===== src/sv/pge_pkg.sv =====
package pge_pkg;

    // Sizing
    localparam int MAX_ELEMENTS = 64;
    localparam int FRAC_BITS    = 16;
    localparam int PROB_W       = 17;
    localparam int OUT_W        = 23;
    localparam int CNT_W        = $clog2(MAX_ELEMENTS + 1);
    localparam int IDX_W        = $clog2(MAX_ELEMENTS);
    localparam int RANK_PROD_W  = CNT_W + PROB_W;
    // sum of ranks 1..MAX times the largest element
    localparam int ACC_W        = PROB_W + $clog2(MAX_ELEMENTS * (MAX_ELEMENTS + 1) / 2 + 1);
    localparam int PROD_W       = ACC_W + PROB_W;
    localparam int WGT_W        = PROD_W - FRAC_BITS;

    // Saturation cap of the running total
    localparam longint unsigned CAP_FULL = longint'(MAX_ELEMENTS) << FRAC_BITS;
    localparam longint unsigned OUT_MAX  = (longint'(1) << OUT_W) - 1;
    localparam logic [OUT_W-1:0] TOTAL_CAP =
        (CAP_FULL > OUT_MAX) ? OUT_W'(OUT_MAX) : OUT_W'(CAP_FULL);

    // Controller to datapath
    typedef struct packed {
        logic accept;     // take the input item
        logic shift;      // one insertion step
        logic sum_start;  // clear accumulator, read first entry
        logic sum_step;   // accumulate one ranked entry
        logic mul;        // column sum times column weight
        logic add;        // saturating add into total
        logic emit;       // load output register, clear totals
    } pge_cmd_t;

    // Datapath to controller
    typedef struct packed {
        logic full;        // store holds MAX_ELEMENTS
        logic empty;       // store holds nothing
        logic shift_done;  // insertion slot found
        logic sum_last;    // current entry is the last stored one
        logic close;       // latched item closes its column
        logic fin;         // latched item is the final one
    } pge_stat_t;

endpackage


===== src/sv/pge_datapath.sv =====
module pge_datapath
    import pge_pkg::*;
(
    input  logic              aclk,
    input  logic              aresetn,
    input  pge_cmd_t          cmd,
    output pge_stat_t         stat,
    input  logic [PROB_W-1:0] s_probability,
    input  logic [PROB_W-1:0] s_column_weight,
    input  logic              s_column_end,
    input  logic              s_final_item,
    output logic [OUT_W-1:0]  m_entropy_value,
    output logic              m_error_flag
);

    logic [PROB_W-1:0] store_mem [MAX_ELEMENTS];

    logic [PROB_W-1:0] prob_reg;
    logic [PROB_W-1:0] weight_reg;
    logic              close_reg;
    logic              fin_reg;
    logic [CNT_W-1:0]  count_reg;
    logic [IDX_W-1:0]  idx_reg;
    logic [PROB_W-1:0] rd_data_reg;
    logic [ACC_W-1:0]  acc_reg;
    logic [PROD_W-1:0] prod_reg;
    logic [OUT_W-1:0]  total_reg;
    logic              ovf_reg;
    logic [OUT_W-1:0]  out_value_reg;
    logic              out_error_reg;

    logic              we;
    logic [IDX_W-1:0]  waddr;
    logic [PROB_W-1:0] wdata;
    logic [IDX_W-1:0]  raddr;
    logic              moving;
    logic              full;
    logic              empty;
    logic [CNT_W-1:0]  rank;
    logic [RANK_PROD_W-1:0] rank_prod;
    logic [WGT_W-1:0]  weighted;
    logic [WGT_W:0]    total_sum;
    logic              saturate;

    assign full   = (count_reg == CNT_W'(MAX_ELEMENTS));
    assign empty  = (count_reg == '0);
    // entry above the hole is smaller than the new value: move it down
    assign moving = (idx_reg != '0) && (rd_data_reg < prob_reg);

    assign rank      = {1'b0, idx_reg} + CNT_W'(1);
    assign rank_prod = rank * rd_data_reg;

    assign weighted  = prod_reg[PROD_W-1:FRAC_BITS];
    assign total_sum = {{(WGT_W+1-OUT_W){1'b0}}, total_reg} + {1'b0, weighted};
    assign saturate  = (weighted >= WGT_W'(TOTAL_CAP))
                    || (total_sum > (WGT_W+1)'(TOTAL_CAP));

    assign stat.full       = full;
    assign stat.empty      = empty;
    assign stat.shift_done = !moving;
    assign stat.sum_last   = (rank == count_reg);
    assign stat.close      = close_reg;
    assign stat.fin        = fin_reg;

    // Store write port
    always_comb begin
        we    = 1'b0;
        waddr = idx_reg;
        wdata = prob_reg;
        if (cmd.accept && empty) begin
            we    = 1'b1;
            waddr = '0;
            wdata = s_probability;
        end else if (cmd.shift) begin
            we    = 1'b1;
            wdata = moving ? rd_data_reg : prob_reg;
        end
    end

    // Store read address
    always_comb begin
        raddr = idx_reg;
        if (cmd.accept) begin
            raddr = IDX_W'(count_reg - CNT_W'(1));
        end else if (cmd.shift) begin
            raddr = idx_reg - IDX_W'(2);
        end else if (cmd.sum_start) begin
            raddr = '0;
        end else if (cmd.sum_step) begin
            raddr = idx_reg + IDX_W'(1);
        end
    end

    // Column store, registered read
    always_ff @(posedge aclk) begin
        if (we) begin
            store_mem[waddr] <= wdata;
        end
        rd_data_reg <= store_mem[raddr];
    end

    // Payload registers
    always_ff @(posedge aclk) begin
        if (cmd.accept) begin
            prob_reg   <= s_probability;
            weight_reg <= s_column_weight;
            close_reg  <= s_column_end | s_final_item;
            fin_reg    <= s_final_item;
            idx_reg    <= count_reg[IDX_W-1:0];
        end else if (cmd.shift) begin
            if (moving) begin
                idx_reg <= idx_reg - IDX_W'(1);
            end
        end else if (cmd.sum_start) begin
            idx_reg <= '0;
            acc_reg <= '0;
        end else if (cmd.sum_step) begin
            idx_reg <= idx_reg + IDX_W'(1);
            acc_reg <= acc_reg + ACC_W'(rank_prod);
        end
        if (cmd.mul) begin
            prod_reg <= acc_reg * weight_reg;
        end
        if (cmd.emit) begin
            out_value_reg <= total_reg;
            out_error_reg <= ovf_reg;
        end
    end

    // Count, total and sticky error
    always_ff @(posedge aclk) begin
        if (!aresetn) begin
            count_reg <= '0;
            total_reg <= '0;
            ovf_reg   <= 1'b0;
        end else begin
            if (cmd.accept) begin
                if (full) begin
                    ovf_reg <= 1'b1;
                end else begin
                    count_reg <= count_reg + CNT_W'(1);
                end
            end
            if (cmd.add) begin
                count_reg <= '0;
                if (saturate) begin
                    total_reg <= TOTAL_CAP;
                    ovf_reg   <= 1'b1;
                end else begin
                    total_reg <= total_sum[OUT_W-1:0];
                end
            end
            if (cmd.emit) begin
                count_reg <= '0;
                total_reg <= '0;
                ovf_reg   <= 1'b0;
            end
        end
    end

    assign m_entropy_value = out_value_reg;
    assign m_error_flag    = out_error_reg;

endmodule


===== src/sv/pge_ctrl.sv =====
module pge_ctrl
    import pge_pkg::*;
(
    input  logic      aclk,
    input  logic      aresetn,
    input  logic      s_valid,
    output logic      s_ready,
    input  logic      s_column_end,
    input  logic      s_final_item,
    output logic      m_valid,
    input  logic      m_ready,
    input  pge_stat_t stat,
    output pge_cmd_t  cmd
);

    localparam logic [2:0] ST_IDLE      = 3'd0;
    localparam logic [2:0] ST_SHIFT     = 3'd1;
    localparam logic [2:0] ST_SUM_START = 3'd2;
    localparam logic [2:0] ST_SUM       = 3'd3;
    localparam logic [2:0] ST_MUL       = 3'd4;
    localparam logic [2:0] ST_ADD       = 3'd5;
    localparam logic [2:0] ST_OUT       = 3'd6;

    logic [2:0] state_reg;
    logic [2:0] state_next;
    logic       m_valid_reg;
    logic       m_valid_next;
    logic       out_free;

    assign s_ready  = (state_reg == ST_IDLE);
    assign out_free = !m_valid_reg || m_ready;

    // Next state and commands
    always_comb begin
        state_next = state_reg;
        cmd        = '0;
        case (state_reg)
            ST_IDLE: begin
                if (s_valid) begin
                    cmd.accept = 1'b1;
                    if (!stat.full && !stat.empty) begin
                        state_next = ST_SHIFT;
                    end else if (s_column_end || s_final_item) begin
                        state_next = ST_SUM_START;
                    end
                end
            end
            ST_SHIFT: begin
                cmd.shift = 1'b1;
                if (stat.shift_done) begin
                    state_next = stat.close ? ST_SUM_START : ST_IDLE;
                end
            end
            ST_SUM_START: begin
                cmd.sum_start = 1'b1;
                state_next    = stat.empty ? ST_MUL : ST_SUM;
            end
            ST_SUM: begin
                cmd.sum_step = 1'b1;
                if (stat.sum_last) begin
                    state_next = ST_MUL;
                end
            end
            ST_MUL: begin
                cmd.mul    = 1'b1;
                state_next = ST_ADD;
            end
            ST_ADD: begin
                cmd.add    = 1'b1;
                state_next = stat.fin ? ST_OUT : ST_IDLE;
            end
            ST_OUT: begin
                if (out_free) begin
                    cmd.emit   = 1'b1;
                    state_next = ST_IDLE;
                end
            end
            default: begin
                state_next = ST_IDLE;
            end
        endcase
    end

    // Output valid: set on emit, cleared when taken
    always_comb begin
        m_valid_next = m_valid_reg;
        if (cmd.emit) begin
            m_valid_next = 1'b1;
        end else if (m_ready) begin
            m_valid_next = 1'b0;
        end
    end

    always_ff @(posedge aclk) begin
        if (!aresetn) begin
            state_reg   <= ST_IDLE;
            m_valid_reg <= 1'b0;
        end else begin
            state_reg   <= state_next;
            m_valid_reg <= m_valid_next;
        end
    end

    assign m_valid = m_valid_reg;

endmodule


===== src/sv/posterior_guessing_entropy_top.sv =====
// Posterior guessing entropy. Items carry one Q1.16 probability each, column
// by column, with the column's outer weight; the weight on the closing item is
// the one used. Each arriving element is insertion-sorted into the column
// store (descending), which has one write and one read port, moving one store
// entry per cycle. An item that lands in an empty or a full store is taken
// with no shift step; otherwise it takes one shift step per stored element
// smaller than it plus a step that writes it into its slot.
// An item that closes a column then runs a start step, one rank-weighted
// multiply-accumulate per stored entry, the weight multiply and the
// saturating add. After the add, the final item loads the output register,
// waiting only if the previous result has not been taken. Elements past
// MAX_ELEMENTS are dropped and flag an error; the total saturates at
// MAX_ELEMENTS x 1.0 (or the 23-bit limit) and also flags an error.
module posterior_guessing_entropy_top
    import pge_pkg::*;
(
    input  logic              aclk,
    input  logic              aresetn,
    input  logic              s_valid,
    output logic              s_ready,
    input  logic [PROB_W-1:0] s_probability,
    input  logic [PROB_W-1:0] s_column_weight,
    input  logic              s_column_end,
    input  logic              s_final_item,
    output logic              m_valid,
    input  logic              m_ready,
    output logic [OUT_W-1:0]  m_entropy_value,
    output logic              m_error_flag
);

    pge_cmd_t  cmd;
    pge_stat_t stat;

    pge_ctrl u_ctrl (
        .aclk         (aclk),
        .aresetn      (aresetn),
        .s_valid      (s_valid),
        .s_ready      (s_ready),
        .s_column_end (s_column_end),
        .s_final_item (s_final_item),
        .m_valid      (m_valid),
        .m_ready      (m_ready),
        .stat         (stat),
        .cmd          (cmd)
    );

    pge_datapath u_datapath (
        .aclk            (aclk),
        .aresetn         (aresetn),
        .cmd             (cmd),
        .stat            (stat),
        .s_probability   (s_probability),
        .s_column_weight (s_column_weight),
        .s_column_end    (s_column_end),
        .s_final_item    (s_final_item),
        .m_entropy_value (m_entropy_value),
        .m_error_flag    (m_error_flag)
    );

    // At most one datapath command per cycle
    a_cmd_onehot: assert property (@(posedge aclk) disable iff (!aresetn)
        $onehot0({cmd.accept, cmd.shift, cmd.sum_start, cmd.sum_step,
                  cmd.mul, cmd.add, cmd.emit}))
        else $error("multiple datapath commands");

    // Never overwrite a result that is still waiting
    a_emit_free: assert property (@(posedge aclk) disable iff (!aresetn)
        cmd.emit |-> (!m_valid || m_ready))
        else $error("result overwritten");

    // A fresh result appears the cycle after an emit
    a_emit_valid: assert property (@(posedge aclk) disable iff (!aresetn)
        cmd.emit |=> m_valid)
        else $error("emit lost");

    // Result never exceeds the saturation cap
    a_result_cap: assert property (@(posedge aclk) disable iff (!aresetn)
        m_valid |-> (m_entropy_value <= TOTAL_CAP))
        else $error("result above cap");

endmodule


===== config.mk =====
export PLATFORM = sky130hd
export DESIGN_NAME = posterior_guessing_entropy_top
export DESIGN_NICKNAME = d
export VERILOG_FILES = /design/src/sv/pge_pkg.sv /design/src/sv/pge_datapath.sv /design/src/sv/pge_ctrl.sv /design/src/sv/posterior_guessing_entropy_top.sv
export SDC_FILE = /design/constraint.sdc
export NUM_CORES = 2
export LEC_CHECK = 0
export ABC_AREA = 1
export BUFFER_PORTS_ARGS = -buffer_cell sky130_fd_sc_hd__buf_2
export CAP_MARGIN = 0
export CORE_MARGIN = 5
export CORE_UTILIZATION = 35
export DETAILED_ROUTE_END_ITERATION = 12
export GPL_TIMING_DRIVEN = 0
export PLACE_DENSITY = 0.48
export SLEW_MARGIN = 15
export SYNTH_ARGS = -nofsm -noshare
export SYNTH_HDL_FRONTEND = slang
export SYNTH_SLANG_ARGS = --single-unit

===== constraint.sdc =====
create_clock -name aclk -period 17.2 [get_ports aclk]
set_input_delay 2.58 -clock aclk [delete_from_list [all_inputs] [get_ports aclk]]
set_output_delay 2.58 -clock aclk [all_outputs]
set_load 0.05 [all_outputs]

======== Yosys cells after proc, flatten, opt, wreduce, memory -nomap -nowiden ========
Memory sizes are Yosys's and may differ from the RTL's. A register that Yosys moved wholly into a read port is not among the register bits.
Cells that the tools add are included.
Widths: inputs -> output; s select.
storage, ports and cells
  flip-flop bits (word level) ............. 176
  memory bits (writable) .................. 1088
  input port bits ......................... 40
  output and inout port bits .............. 26
  word-level logic and storage cells ...... 108
  memories kept ........................... 1
operators by class
  add/sub/neg operators ................... 8
  $mul .................................... 2
  magnitude comparators ................... 3
  eq/ne operators ......................... 14
  mux-type cells .......................... 42
  bitwise logic cells ..................... 5
  reduce and logical (&&, ||, !) cells .... 19
memories
  memory                words  bits a word  rd ports  clocked after Yosys merged registers in  wr ports  RTL line            text
  u_datapath.store_mem  64     17           1         1                                        1         pge_datapath.sv:16  logic [PROB_W-1:0] store_mem [MAX_ELEMENTS];
operators by type and width
  kind                  count
  $mux 17               3
  $mux 6                8
  $mul 29x17->46        1
  $add 23x30->31        1
  $gt 31x23->1 const B  1
  $ge 30x23->1 const B  1
  $add 29x24->29        1
  $mux 29               1
  $mul 7x17->24         1
  $mux 3                8
  $mux 23               1
  $pmux 3 s7            1
  $mux 1                19
  $lt 17x17->1          1
  $sub 6x1->6 const B   2
  $eq 3x3->1 const B    3
  $add 6x1->7 const B   1
  $add 7x1->7 const B   1
  $eq 7x7->1            1
  $eq 7x7->1 const B    1
  $logic_not 7->1       1
  $add 6x1->6 const B   1
  $eq 3x2->1 const B    2
  $ne 2x2->1 const B    3
  other kinds (18)      29

======== Depth between registers and ports, before layout ========
  depth after elaboration ................. 6
  mapped depth ............................ 30
  gate-level depth less buffers ........... 28

======== By module ========
From an unflattened synthesis, not the netlist that was laid out.
unflattened totals
  cells, all modules ...................... 7710
  area, all modules ....................... 75424.8 um^2
modules (own cells, without submodules)
  module        instances  cells an instance  area each (um^2)  seq. area each (um^2)
  pge_datapath  1          7637               74996.9           37385.9
  pge_ctrl      1          73                 427.9             80.1

======== Least setup slack after synthesis ========
Ideal clock, no wire load.
  path kind ............................... input to register
  start ................................... input s_valid
  end ..................................... memory u_datapath.store_mem[32][0] (enable)
  arrival time ............................ 5.619 ns
  required time ........................... 16.765 ns
  path slack .............................. 11.146 ns
  cell stages on the path ................. 8
  cells stage by stage .................... nand2_1 > inv_2 > nand2_1 > inv_2 > nor2_1 > inv_1 > nand3_1 > nor4_1
RTL lines
  item             RTL line                              text
  start, declared  posterior_guessing_entropy_top.sv:19  input logic s_valid,
  end, declared    pge_datapath.sv:16

======== Worst setup path after layout ========
  start ................................... register u_datapath.weight_reg[9]
  end ..................................... register u_datapath.prod_reg[37], data pin
on the way
  word-level cells in the longest chain between the ends .. 1
ends and longest elaborated chain
  item                    RTL line             text
  start, declared         pge_datapath.sv:19   logic [PROB_W-1:0] weight_reg;
  start signal, assigned  pge_datapath.sv:106  weight_reg <= s_column_weight;
  $mul 29x17->46          pge_datapath.sv:122  prod_reg <= acc_reg * weight_reg;
  end signal, assigned    pge_datapath.sv:122
  end, declared           pge_datapath.sv:26   logic [PROD_W-1:0] prod_reg;
No other way between the ends.
A chain may end at the register's enable or synchronous reset.

==> results.py <==
metrics = {
    "place": {
        "dp_hpwl_mm": 202,
        "dp_slack_ps": 9500,
        "placedInstanceArea_um2": 83000,
        "routabilityCongestion": 0.961,
        "io_buffers": 65,
    },
    "run_status": {
        "status": "finished, final reports clean",
    },
    "synthesis": {
        "synth_fp_nets": 8817,
        "syn_area_um2": 77300,
        "synthXorXnorAreaFrac_pct": 0.440,
        "ys_types": 50,
        "synthCells": 8063,
        "synth-compound-area-share_pct": 2.50,
        "synthFlopType": "edfxtp_1",
        "synth_top_family_by_area": "simple AND/OR/NAND/NOR gates",
        "synth_edf_count": 1213,
        "ys_seq_elements": 1265,
        "ys_seq_area_share_pct": 48.4,
        "muxShareOfSynthArea_pct": 0,
        "async_flop_share_pct": 0,
        "yosys_warnings": 0,
        "yosys.area_share.simple_pct": 22.3,
        "syn_area_per_cell_um2": 9.59,
        "synth_fa_ha_area_share_pct": 16.4,
    },
    "clock_tree": {
        "cts_tree": "done",
        "h-tree-depth": 4,
        "cts_made_buffers": 146,
        "cts_setup_buffers": 0,
        "root_buffer": "clkbuf_16",
        "cts_hold_buf": 0,
        "cts-resized-gates": 0,
        "ctsLongestPathBuffers": 3,
        "clk_pin_slew_ps": 60,
        "worstSkewPairLatency_ps": 810,
        "clock_sinks": 1265,
    },
    "sta": {
        "worst_slew_pin_slew_ps": 1390,
        "min_period_ps": 7860,
        "post-route-period-util_pct": 45.7,
        "setup_viol": 0,
        "max_freq_ghz": 0.127,
        "fin_worst_skew_ps": 59.9,
        "hold_violations": 0,
        "rsz0062_at_grt": "false",
        "setup_ws_ps": 9340,
        "fin_setup_tns_ps": 0,
        "max_slew_margin_pct": 7.15,
        "drv_slew": 0,
    },
    "worst_setup_path": {
        "worst-setup-path-type": "flip-flop to flip-flop",
        "end_kind": "flip-flop",
        "cpMaxStageDelayCell": "buf_1",
        "cp_data_arrival_time_ps": 8360,
        "cp_common_cell": "fa_1",
        "crit_required_ps": 17700,
        "r2r_cells": 20,
        "r2r_end": "u_datapath.prod_reg[37]",
        "path_max_fanout": 10,
        "cp_cell_sequence": "clkbuf_1 > buf_1 > nand2_1 > fa_1 > inv_1 > fa_1 > fa_1 > fa_1 > fa_1 > inv_1 > fa_1 > inv_1 > ha_1 > nand2_1 > nor2_1 > inv_1 > nor4_1 > a21o_1 > a21oi_1 > xor2_1",
        "rrSetupSlack_ps": 9340,
        "cpPeakStageDelay_ps": 870,
        "cp-start-kind": "flip-flop",
        "r2r_start": "u_datapath.weight_reg[9]",
    },
    "route": {
        "drtIter0Drc": 5175,
        "remaining_drc_errors": 0,
        "wl_mm": 272,
        "routedWlPerCell_um": 23.8,
        "postRouteAntennaNets": 0,
        "first_pass_iters": 6,
        "vias": 57800,
        "routed_via_density": 5.05,
    },
    "final_layout": {
        "largest_reg_flops": 1088,
        "layout.nets": 9114,
        "fin_util_pct": 39.9,
        "drive_gt1_share_pct": 7.51,
        "area_growth_syn_to_layout_pct": 13.3,
        "final_area_um2": 87600,
        "layout_common_cells": "1759 x nand2_1, 1524 x inv_1, 1213 x edfxtp_1, 1179 x nand3_1, 499 x fa_1",
        "final_common_cell": "nand2_1",
    },
    "floorplanning": {
        "ioPinCount": 66,
        "num_rows": 172,
        "coreArea_um2": 220000,
        "die_h_um": 480,
        "initial_utilization_pct": 35.2,
        "die_area_um2": 230000,
        "die_x_um": 480,
    },
    "min_path": {
        "min_path_type": "flip-flop to flip-flop",
        "min_to": "u_datapath.m_error_flag",
        "hp-start": "u_datapath.ovf_reg",
        "hold_depth": 0,
    },
    "global_routing": {
        "grt_antenna_before_repair": 7,
        "grt_pass1_wl_mm": 396,
        "grt_remaining_overflow": 0,
        "grt.total_usage_pct": 23.3,
        "grt_max_degree": 65,
        "grt_pass1_vias": 57500,
    },
    "run": {
        "maxCapViolCount": 0,
    },
}
cells in the mapped netlist (6+ instances only):
master / count / area share (%)
nand2_1: 1777 / 8.6
inv_1: 1524 / 7.4
edfxtp_1: 1213 / 47
nand3_1: 1179 / 7.6
fa_1: 499 / 13
nand3b_1: 409 / 4.0
nor2_1: 290 / 1.4
ha_1: 215 / 3.5
clkbuf_1: 210 / 1.0
a21oi_1: 151 / 0.98
buf_2: 137 / 0.89
o21ai_0: 93 / 0.60
buf_1: 54 / 0.26
dfxtp_1: 52 / 1.3
nor3_1: 31 / 0.20
buf_4: 30 / 0.29
o211ai_1: 25 / 0.24
xor2_1: 25 / 0.28
nand4_1: 21 / 0.17
a31oi_1: 18 / 0.15
inv_2: 12 / 0.058
xnor2_1: 12 / 0.14
a21o_1: 11 / 0.11
nor4_1: 10 / 0.081
o21a_1: 8 / 0.078
o21bai_1: 6 / 0.058
how the worst max path moves through the flow:
| stage | start | to | slack [ps] | depth (start not counted) |
|---|---|---|---|---|
| after detailed placement | u_datapath.weight_reg[9] | u_datapath.prod_reg[37] | 9500 | 20 |
| after CTS | u_datapath.weight_reg[9] | u_datapath.prod_reg[37] | 9480 | 20 |
| final | u_datapath.weight_reg[9] | u_datapath.prod_reg[37] | 9340 | 20 |
| after floorplan | s_valid | u_datapath.store_mem[32][0] | 11150 | 8 |
| after global routing | u_datapath.idx_reg[0] | u_datapath.acc_reg[26] | 8960 | 26 |
| after global placement | s_valid | u_datapath.store_mem[32][1] | 7940 | 9 |
area by class of cell:
cell class / instances / area (µm²)
multi-input combinational: 4828 / 32600
timing repair buffer: 149 / 1540
sequential: 1265 / 37500
inverter: 1537 / 5770
tap: 2958 / 3700
antenna: 5 / 12.5
clock buffer: 193 / 3910
buffer: 433 / 1920
clock inverter: 78 / 726
fill: 21900 / 132000
layer usage:
layer	vias up	global-route usage (%)	wire, µm
met3	459	3.51	17400
met2	1980	38.8	128000
met4	0	9.98	13100
met1	28700	30.4	113000
met5	-	0	0
li1	26700	-	-
kinds of logic (layout without fill, tap and decap cells):
| family | Yosys count | count (layout) |
|---|---|---|
| buffers and inverters | 1970 | 2390 |
| XOR/XNOR | 38 | 38 |
| AND/OR/NAND/NOR | 3736 | 3736 |
| adder cells (fa/ha/maj) | 714 | 714 |
| other | 0 | 5 |
| flip-flops | 1265 | 1265 |
| AO/OA/AOI/OAI | 340 | 340 |
metrics by stage:
stage               hold slack (ps)  std cells
floorplan                       403       8063
global placement                455      11100
detailed placement              461      11200
CTS                             466      11400
global route                    474      11400
finish                          470      11400
critical path: cells and delay by family, from the launching register on:
kind | cells | cell delay, ps
adder cells (fa/ha/maj) | 7 | 3620
buffers and inverters | 6 | 1860
AND/OR/NAND/NOR | 4 | 1260
flip-flops | 1 | 360
AO/OA/AOI/OAI | 2 | 340
XOR/XNOR | 1 | 170
Power is left out: the tool's default activity adds up to more than one toggle a clock period on the data nets, which glitch-free logic cannot reach.
